`config.mk`:
```
export PLATFORM = sky130hd
export DESIGN_NAME = rc_channel_frame_unpacker_unit
export DESIGN_NICKNAME = d
export VERILOG_FILES = /design/src/hdl/rcfu_pkg.sv /design/src/hdl/rcfu_check.sv /design/src/hdl/rcfu_serdes.sv /design/src/hdl/rc_channel_frame_unpacker_unit.sv
export SDC_FILE = /design/constraint.sdc
export NUM_CORES = 1
export LEC_CHECK = 0
export BUFFER_PORTS_ARGS = -buffer_cell sky130_fd_sc_hd__buf_2
export CAP_MARGIN = 15
export CORE_MARGIN = 5
export CORE_UTILIZATION = 62
export DETAILED_ROUTE_END_ITERATION = 8
export PLACE_DENSITY = 0.87
export SYNTH_ARGS = -nofsm -noshare
export SYNTH_HDL_FRONTEND = slang
export SYNTH_SLANG_ARGS = --single-unit
```
`constraint.sdc`:
```
create_clock -name clk -period 9 [get_ports clk]
set_input_delay 1.35 -clock clk [delete_from_list [all_inputs] [get_ports clk]]
set_output_delay 1.35 -clock clk [all_outputs]
set_load 0.01 [all_outputs]
```
`src/hdl/rcfu_pkg.sv`:
```
// Package for the RC channel frame unpacker.
// Holds frame constants, the status code and the sequencer state types.
// No dependencies.
`default_nettype none

package rcfu_pkg;

	localparam logic [7:0] SYNC_BYTE     = 8'hC8;
	localparam logic [7:0] LEN_BYTE      = 8'h18;
	localparam logic [7:0] TYPE_BYTE     = 8'h16;
	localparam int         CHAN_BITS     = 11;
	localparam int         CHAN_COUNT    = 16;
	localparam int         PAYLOAD_BYTES = 22;
	localparam int         PAY_BITS      = PAYLOAD_BYTES * 8;
	localparam int         HDR_BYTES     = 3;
	localparam int         FRAME_BYTES   = 26;
	localparam int         COUNT_MAX     = 27;
	localparam int         CNT_W         = 5;
	localparam int         BIT_CNT_W     = $clog2(CHAN_BITS);
	localparam int         IDX_W         = $clog2(CHAN_COUNT);

	// result status codes
	typedef enum logic [1:0] {
		ST_OK        = 2'd0,
		ST_BAD_SYNC  = 2'd1,
		ST_BAD_LEN   = 2'd2,
		ST_BAD_TYPE  = 2'd3
	} status_t;

	// sequencer states
	typedef enum logic [1:0] {
		S_IDLE,
		S_ERR,
		S_SHIFT,
		S_LOAD
	} seq_state_t;

	// frame checker to top level
	typedef struct packed {
		logic    pay_wr;     // byte is a payload byte, shift it in
		logic    done;       // frame end item accepted
		status_t status;     // frame verdict, valid with done
	} chk_out_t;

	// top level to payload shifter
	typedef struct packed {
		logic load_byte;
		logic shift_bit;
	} sd_ctl_t;

endpackage

`default_nettype wire

```
`src/hdl/rcfu_check.sv`:
```
// Frame checker: byte counter and header checks for each frame.
// Depends on rcfu_pkg.
`default_nettype none

module rcfu_check (
	input  wire logic              clk,
	input  wire logic              arst_n,
	input  wire logic              accept,
	input  wire logic [7:0]        rx_byte,
	input  wire logic              frame_end,
	output rcfu_pkg::chk_out_t     chk
);

	logic [rcfu_pkg::CNT_W-1:0] byte_count_q;
	logic                       sync_good_q;
	logic                       length_byte_good_q;
	logic                       type_good_q;

	logic [rcfu_pkg::CNT_W-1:0] count_nxt;
	logic                       sync_nxt;
	logic                       len_nxt;
	logic                       type_nxt;

	// header checks on the current byte position
	always_comb begin
		sync_nxt  = sync_good_q;
		len_nxt   = length_byte_good_q;
		type_nxt  = type_good_q;
		if (byte_count_q == rcfu_pkg::CNT_W'(0))
			sync_nxt = (rx_byte == rcfu_pkg::SYNC_BYTE);
		if (byte_count_q == rcfu_pkg::CNT_W'(1))
			len_nxt = (rx_byte == rcfu_pkg::LEN_BYTE);
		if (byte_count_q == rcfu_pkg::CNT_W'(2))
			type_nxt = (rx_byte == rcfu_pkg::TYPE_BYTE);
		if (byte_count_q < rcfu_pkg::CNT_W'(rcfu_pkg::COUNT_MAX))
			count_nxt = byte_count_q + rcfu_pkg::CNT_W'(1);
		else
			count_nxt = byte_count_q;
	end

	// verdict in check order: sync, then length, then type
	always_comb begin
		chk.pay_wr = accept
			&& byte_count_q >= rcfu_pkg::CNT_W'(rcfu_pkg::HDR_BYTES)
			&& byte_count_q < rcfu_pkg::CNT_W'(rcfu_pkg::HDR_BYTES
				+ rcfu_pkg::PAYLOAD_BYTES);
		chk.done = accept && frame_end;
		priority if (!sync_nxt) begin
			chk.status = rcfu_pkg::ST_BAD_SYNC;
		end else if (!len_nxt || count_nxt != rcfu_pkg::CNT_W'(rcfu_pkg::FRAME_BYTES)) begin
			chk.status = rcfu_pkg::ST_BAD_LEN;
		end else if (!type_nxt) begin
			chk.status = rcfu_pkg::ST_BAD_TYPE;
		end else begin
			chk.status = rcfu_pkg::ST_OK;
		end
	end

	// counter and flags; frame end clears everything
	always_ff @(posedge clk or negedge arst_n) begin
		if (!arst_n) begin
			byte_count_q       <= '0;
			sync_good_q        <= 1'b0;
			length_byte_good_q <= 1'b0;
			type_good_q        <= 1'b0;
		end else if (accept) begin
			if (frame_end) begin
				byte_count_q       <= '0;
				sync_good_q        <= 1'b0;
				length_byte_good_q <= 1'b0;
				type_good_q        <= 1'b0;
			end else begin
				byte_count_q       <= count_nxt;
				sync_good_q        <= sync_nxt;
				length_byte_good_q <= len_nxt;
				type_good_q        <= type_nxt;
			end
		end
	end

endmodule

`default_nettype wire

```
`src/hdl/rcfu_serdes.sv`:
```
// Payload shift register and bit-serial channel unpacker.
// Bytes shift in eight bits at a time; channels shift out one bit a cycle while shift_bit is set.
// Depends on rcfu_pkg.
`default_nettype none

module rcfu_serdes (
	input  wire logic                           clk,
	input  wire logic                           arst_n,
	input  wire rcfu_pkg::sd_ctl_t              ctl,
	input  wire logic [7:0]                     rx_byte,
	output logic                                chan_full,
	output logic [rcfu_pkg::CHAN_BITS-1:0]      chan_value
);

	logic [rcfu_pkg::PAY_BITS-1:0]   pay_q;
	logic [rcfu_pkg::CHAN_BITS-1:0]  chan_q;
	logic [rcfu_pkg::BIT_CNT_W-1:0]  bit_cnt_q;
	logic                            bit_last;

	assign bit_last   = (bit_cnt_q == rcfu_pkg::BIT_CNT_W'(rcfu_pkg::CHAN_BITS - 1));
	assign chan_full  = ctl.shift_bit && bit_last;
	assign chan_value = chan_q;

	// payload line: first byte ends at the bottom, LSB first out
	always_ff @(posedge clk) begin
		if (ctl.load_byte) begin
			pay_q <= {rx_byte, pay_q[rcfu_pkg::PAY_BITS-1:8]};
		end else if (ctl.shift_bit) begin
			pay_q  <= {1'b0, pay_q[rcfu_pkg::PAY_BITS-1:1]};
		end
		if (ctl.shift_bit)
			chan_q <= {pay_q[0], chan_q[rcfu_pkg::CHAN_BITS-1:1]};
	end

	// bit counter within one channel
	always_ff @(posedge clk or negedge arst_n) begin
		if (!arst_n) begin
			bit_cnt_q <= '0;
		end else if (ctl.shift_bit) begin
			if (bit_last)
				bit_cnt_q <= '0;
			else
				bit_cnt_q <= bit_cnt_q + rcfu_pkg::BIT_CNT_W'(1);
		end
	end

endmodule

`default_nettype wire

```
`src/hdl/rc_channel_frame_unpacker_unit.sv`:
```
// RC channel frame unpacker, top level: result sequencer and output register.
// Instantiates rcfu_check and rcfu_serdes; depends on rcfu_pkg.
//
// Usage:
//   The rx channel (rx_valid, rx_stall, rx_byte, frame_end) takes one link
//   byte per item; frame_end marks the last byte of a frame. Mid-frame bytes
//   are taken one per cycle with no result.
//   When a frame ends, rx_stall rises while the results go out on the res
//   channel (res_valid, res_stall, status, channel_index, channel_value,
//   last). A bad frame gives one error item, loaded from S_ERR once the
//   output register is free. A good frame gives 16 channel items: each
//   channel's 11 bits are shifted bit-serially out of the payload shift
//   register in S_SHIFT, then the channel is loaded into the output
//   register in S_LOAD once that register is free.
//   A stalled result holds in the output register; the unpacker waits
//   until it is taken. rx_stall drops again once the last item is loaded.
//   Reset (arst_n low) clears the byte counter, checks, sequencer and
//   output valid; the payload register is not cleared.
`default_nettype none

module rc_channel_frame_unpacker_unit (
	input  wire logic                             clk,
	input  wire logic                             arst_n,
	input  wire logic                             rx_valid,
	output logic                                  rx_stall,
	input  wire logic [7:0]                       rx_byte,
	input  wire logic                             frame_end,
	output logic                                  res_valid,
	input  wire logic                             res_stall,
	output logic [1:0]                            status,
	output logic [rcfu_pkg::IDX_W-1:0]            channel_index,
	output logic [rcfu_pkg::CHAN_BITS-1:0]        channel_value,
	output logic                                  last
);

	rcfu_pkg::seq_state_t              state_q, state_nxt;
	rcfu_pkg::status_t                 stat_q;
	rcfu_pkg::chk_out_t                chk;
	rcfu_pkg::sd_ctl_t                 ctl;
	logic [rcfu_pkg::IDX_W-1:0]        idx_q;
	logic                              accept;
	logic                              out_free;
	logic                              load_err;
	logic                              load_chan;
	logic                              chan_full;
	logic [rcfu_pkg::CHAN_BITS-1:0]    chan_value;
	logic                              idx_last;
	logic                              res_valid_q;

	assign rx_stall  = (state_q != rcfu_pkg::S_IDLE);
	assign accept    = rx_valid && !rx_stall;
	assign out_free  = !res_valid_q || !res_stall;
	assign idx_last  = (idx_q == rcfu_pkg::IDX_W'(rcfu_pkg::CHAN_COUNT - 1));
	assign res_valid = res_valid_q;

	rcfu_check u_check (
		.clk       (clk),
		.arst_n    (arst_n),
		.accept    (accept),
		.rx_byte   (rx_byte),
		.frame_end (frame_end),
		.chk       (chk)
	);

	rcfu_serdes u_serdes (
		.clk        (clk),
		.arst_n     (arst_n),
		.ctl        (ctl),
		.rx_byte    (rx_byte),
		.chan_full  (chan_full),
		.chan_value (chan_value)
	);

	// sequencer state register
	always_ff @(posedge clk or negedge arst_n) begin
		if (!arst_n)
			state_q <= rcfu_pkg::S_IDLE;
		else
			state_q <= state_nxt;
	end

	// next state and controls
	always_comb begin
		state_nxt     = state_q;
		ctl.load_byte = chk.pay_wr;
		ctl.shift_bit = 1'b0;
		load_err      = 1'b0;
		load_chan     = 1'b0;
		unique case (state_q)
			rcfu_pkg::S_IDLE: begin
				if (chk.done) begin
					if (chk.status == rcfu_pkg::ST_OK)
						state_nxt = rcfu_pkg::S_SHIFT;
					else
						state_nxt = rcfu_pkg::S_ERR;
				end
			end
			rcfu_pkg::S_ERR: begin
				if (out_free) begin
					load_err  = 1'b1;
					state_nxt = rcfu_pkg::S_IDLE;
				end
			end
			rcfu_pkg::S_SHIFT: begin
				ctl.shift_bit = 1'b1;
				if (chan_full)
					state_nxt = rcfu_pkg::S_LOAD;
			end
			rcfu_pkg::S_LOAD: begin
				if (out_free) begin
					load_chan = 1'b1;
					state_nxt = idx_last ? rcfu_pkg::S_IDLE : rcfu_pkg::S_SHIFT;
				end
			end
			default: state_nxt = rcfu_pkg::S_IDLE;
		endcase
	end

	// frame verdict and channel index
	always_ff @(posedge clk or negedge arst_n) begin
		if (!arst_n) begin
			stat_q <= rcfu_pkg::ST_OK;
			idx_q  <= '0;
		end else begin
			if (chk.done) begin
				stat_q <= chk.status;
				idx_q  <= '0;
			end else if (load_chan) begin
				idx_q  <= idx_q + rcfu_pkg::IDX_W'(1);
			end
		end
	end

	// output valid
	always_ff @(posedge clk or negedge arst_n) begin
		if (!arst_n)
			res_valid_q <= 1'b0;
		else if (load_err || load_chan)
			res_valid_q <= 1'b1;
		else if (!res_stall)
			res_valid_q <= 1'b0;
	end

	// output payload
	always_ff @(posedge clk) begin
		if (load_err) begin
			status        <= stat_q;
			channel_index <= '0;
			channel_value <= '0;
			last          <= 1'b1;
		end else if (load_chan) begin
			status        <= rcfu_pkg::ST_OK;
			channel_index <= idx_q;
			channel_value <= chan_value;
			last          <= idx_last;
		end
	end

endmodule

`default_nettype wire
```
==> results <==
- The via count of the first global-routing pass was 4898.
- Leaving out filler cells and counting taps, the final layout contains 855.
- In this run the clock root is driven by a sky130_fd_sc_hd__clkbuf_16.
- The synthesis-stage register bit count is 226.
- The largest net degree at the start of global routing is 178.
- The congestion estimate from routability-driven global placement came to 0.884.
- The CTS tree is yes.
- For this configuration, the core starts out at a cell density of 0.635.
- The height of the chip is 135 µm.
- For the pin with the worst max-slew slack, the measured transition is 952 ps.
- The post-detailed-route via-to-cell ratio is 5.75.
- The HPWL after detailed placement is 9120 µm.
- The detailed router put a total of 6980 µm of wire on met1.
- Across the run, the number of max-cap violations was 0.
- The number of failing setup endpoints in the final timing report is 0.
- The instance count of the mapped netlist is 601.
- The initial antenna violation count was 0.
- The final standard cell area without fillers is 10600 µm².
- The launch point of the worst reg-to-reg path is state_q[1].
- The worst-case headroom to the max-slew limit is 0.365.
- The instance count after placement with tap cells included is 814.
- The H-tree level count is 1.
- The cell area power density is 338 nW/µm².
- 0 antenna diodes ended up in the layout.
- The clock passes through at most 3 buffers.
- For this run, the register share of the synthesized area comes to 0.673.
- The hold buffer count at cts is 0.
- Of all nets on the critical path, the largest fanout is 177.
- Of the total power, registers draw 0.510.
- The netlist area before placement is 9690 µm².
- The switching power as a share of total power is 0.284.
- The shortest clock period the worst path allows after layout is 4490 ps.
- Based on the critical path, the design can be clocked at up to 223 MHz.
- The max-slew violation count is 0.
- The post-CTS setup repair buffer count is 0.
- The total global-route track usage is 0.168.
- The number of warning messages in the yosys log is 0.
- For this block, the via count after detailed routing is 4915.
- Summed over all nets, the switching power comes to 0.00102 W.
- The most used flip-flop cell after synthesis is sky130_fd_sc_hd__edfxtp_1.
- In the routed design, unresolved DRC markers number 0.
- The clock sink count is 226.
- In the final design database the tool counted 646 nets.
- The combinational share of power is 0.240.
- The number of clock buffers inserted by TritonCTS is 23.
- In the final routed layout, each cell accounts on average for 17.7 µm.
- Setup repair after global routing left no endpoint under its margin.
- The origin of the worst setup path is state_q[1].
- Overall power consumption after layout is estimated at 0.00360 W.
- 33 I/O pins were placed.
- STA puts the critical path data required time at 9110 ps.
- The clock latency on the worst-skew pair is 490 ps.
- A synthesized cell averages 16.1 µm².
- The global-route wire length before repair is 25000 µm.
- The internal power of the cells totals 0.00258 W.
- The count of final hold-check violations came to 0.
- The run finished with clean final reports.
- The total core area is 15300 µm².
- The worst min-delay path class is flip-flop to flip-flop.
- The worst hold path begins at channel_value[5].
- The maximum ir drop on the vdd rail is 263 µV.
- The synthesized net count is 619.
- The first-iteration detailed-routing DRC count is 472.
- The share of the clock period used by the worst path after layout is 0.499.
- The wire length on met3 is 464 µm.
- The area of placed instances is 9920 µm².
- The startpoint kind of the worst setup timing path is a flip-flop.
- Buffers placed on the I/O ports in this run total 32.
- The critical path endpoint category is a flip-flop.
- Row generation in the floorplan step produced 45 rows.
- The number of flops mapped to enable cells by yosys is 189.
- The post-detailed-routing wire length is 15100 µm.
- Of the cells placed in the final design, the portion with a size suffix greater than 1 is 0.189.
- The clock arrives with 10.4 ps of skew.
- The first detailed-routing pass took 4 iterations.
- The top routing layer in use is met4.
- Summed over all layers, the global routing overflow is 0.
- For this design the static power due to leakage is 3.78 nW.
- The relative area change from synthesis to final layout is 9.68%.
- The final-layout setup total negative slack is 0 ps.
- The class of the most critical setup path is flip-flop to flip-flop.
- Data on the critical path arrives at its endpoint at 4600 ps.
- The remaining antenna violation count after routing is 0.
- The die covers 18200 µm².
- Counting flops with an async set or reset pin after synthesis yields a share of 0.0929.
- Synthesis instantiated 46 different standard cells from the library.
- The chip width is 135 µm.
- Clock-pin slew was measured on the worst setup and hold paths at 60 ps.
- The count of cells resized by post-cts repair is 0.
- Of the total power, the clock network draws 0.249.
- The total met2 wirelength after detailed routing is 7310 µm.
[worst paths after layout]
kind                                              endpoint  slack [ps]  cells past startpoint
worst max register to register         u_serdes.pay_q[130]        4510                      6
max in group asynchronous                         idx_q[3]        7860                      1
worst min-delay path                      channel_value[5]         430                      2
worst max-delay path                   u_serdes.pay_q[130]        4510                      6
worst min register to register            channel_value[5]         430                      2
min in group asynchronous       u_check.length_byte_good_q         810                      1
[synthesized netlist by cell type (all sizes together) (3+ instances only)]
cell | instances | area share
dfrtp | 21 | 0.054
edfxtp | 189 | 0.59
clkbuf | 9 | 0.0035
buf | 24 | 0.021
a31oi | 4 | 0.0026
nand3 | 24 | 0.012
nand2 | 45 | 0.017
nor3b | 4 | 0.0031
o21ai | 11 | 0.0057
ha | 5 | 0.0065
dfxtp | 16 | 0.033
inv | 7 | 0.0027
nand2b | 3 | 0.0019
a21oi | 10 | 0.0052
mux2 | 175 | 0.20
nor2 | 13 | 0.0050
and2 | 3 | 0.0019
[state kept, by name (all words and copies together), names as in the netlist]
register                    cells
idx_q                           4
channel_index                   4
u_check.length_byte_good_q      1
u_serdes.pay_q                176
last                            1
channel_value                  11
state_q                         2
status                          2
u_check.type_good_q             1
u_serdes.chan_value            11
u_check.sync_good_q             1
stat_q                          2
res_valid                       1
u_serdes.bit_cnt_q              4
u_check.byte_count_q            5
[cell families after synthesis]
family,Yosys count,synth area share
mux,175,0.203
compound gates,45,0.0321
buf+inv,40,0.0276
fa+ha+maj,5,0.00645
flops,226,0.673
xor+xnor,3,0.00271
simple gates,107,0.0550
[stage by stage]
step / hold slack, ps / util / setup slack, ps
6_report: 435 / 0.697 / 4510
5_1_grt: 454 / 0.697 / 4200
4_1_cts: 435 / 0.697 / 4520
3_3_place_gp: 418 / 0.650 / 4240
3_5_place_dp: 419 / 0.650 / 4150
2_1_floorplan: 400 / - / 2100
[cells in the final DEF, fill, tap and decap left out, drive strengths merged, types with 2 or more instances in the layout]
cell | netlist | final
a31oi | 4 | 4
and2 | 3 | 3
nor2b | 2 | 2
nor4b | 2 | 2
xor2 | 2 | 2
o31ai | 2 | 2
buf | 24 | 35
o22a | 2 | 2
ha | 5 | 5
a21bo | 2 | 2
clkinv | 0 | 4
nand2b | 3 | 3
o211ai | 2 | 2
a22o | 2 | 2
nand3 | 24 | 24
edfxtp | 189 | 189
dfrtp | 21 | 21
clkbuf | 9 | 36
nor2 | 13 | 13
inv | 7 | 8
nand2 | 45 | 45
nand4 | 2 | 2
and4b | 2 | 2
nor3b | 4 | 4
nor4bb | 2 | 2
a21oi | 10 | 10
nor3 | 2 | 2
o21ai | 11 | 11
a41oi | 2 | 2
mux2 | 175 | 175
o21a | 2 | 2
dfxtp | 16 | 16
[final cells by class]
| cell class | instances | area (µm²) |
|---|---|---|
| well taps | 211 | 264 |
| inverters | 7 | 26.3 |
| fillers | 946 | 4630 |
| repair buffers | 35 | 195 |
| multi-input cells | 335 | 2910 |
| clock buffers | 36 | 684 |
| clock inverters | 5 | 28.8 |
| flip-flops and latches | 226 | 6520 |
[critical path: stages (launching register included)]
cell and delay (ps):
sky130_fd_sc_hd__dfrtp_1 690, sky130_fd_sc_hd__nor2_1 350, sky130_fd_sc_hd__nand2_1 340, sky130_fd_sc_hd__a221oi_4 330, sky130_fd_sc_hd__buf_12 620, sky130_fd_sc_hd__nand2b_4 900, sky130_fd_sc_hd__buf_4 730
[power groups by stage]
stage               clock network (W)  registers [W]  logic (W)
finish                       0.000897        0.00184   0.000865
global route                 0.000962        0.00187   0.000947
CTS                          0.000911        0.00184   0.000875
detailed placement                  0        0.00185   0.000863
global placement                    0        0.00183   0.000828
floorplan                           0        0.00182   0.000780
[routing by layer]
layer,track usage,up-vias
li1,-,2337
met1,0.235,2459
met2,0.275,84
met3,0.0306,35
met4,0.0448,0
met5,0,-
Power figures use the tool's default switching activity.
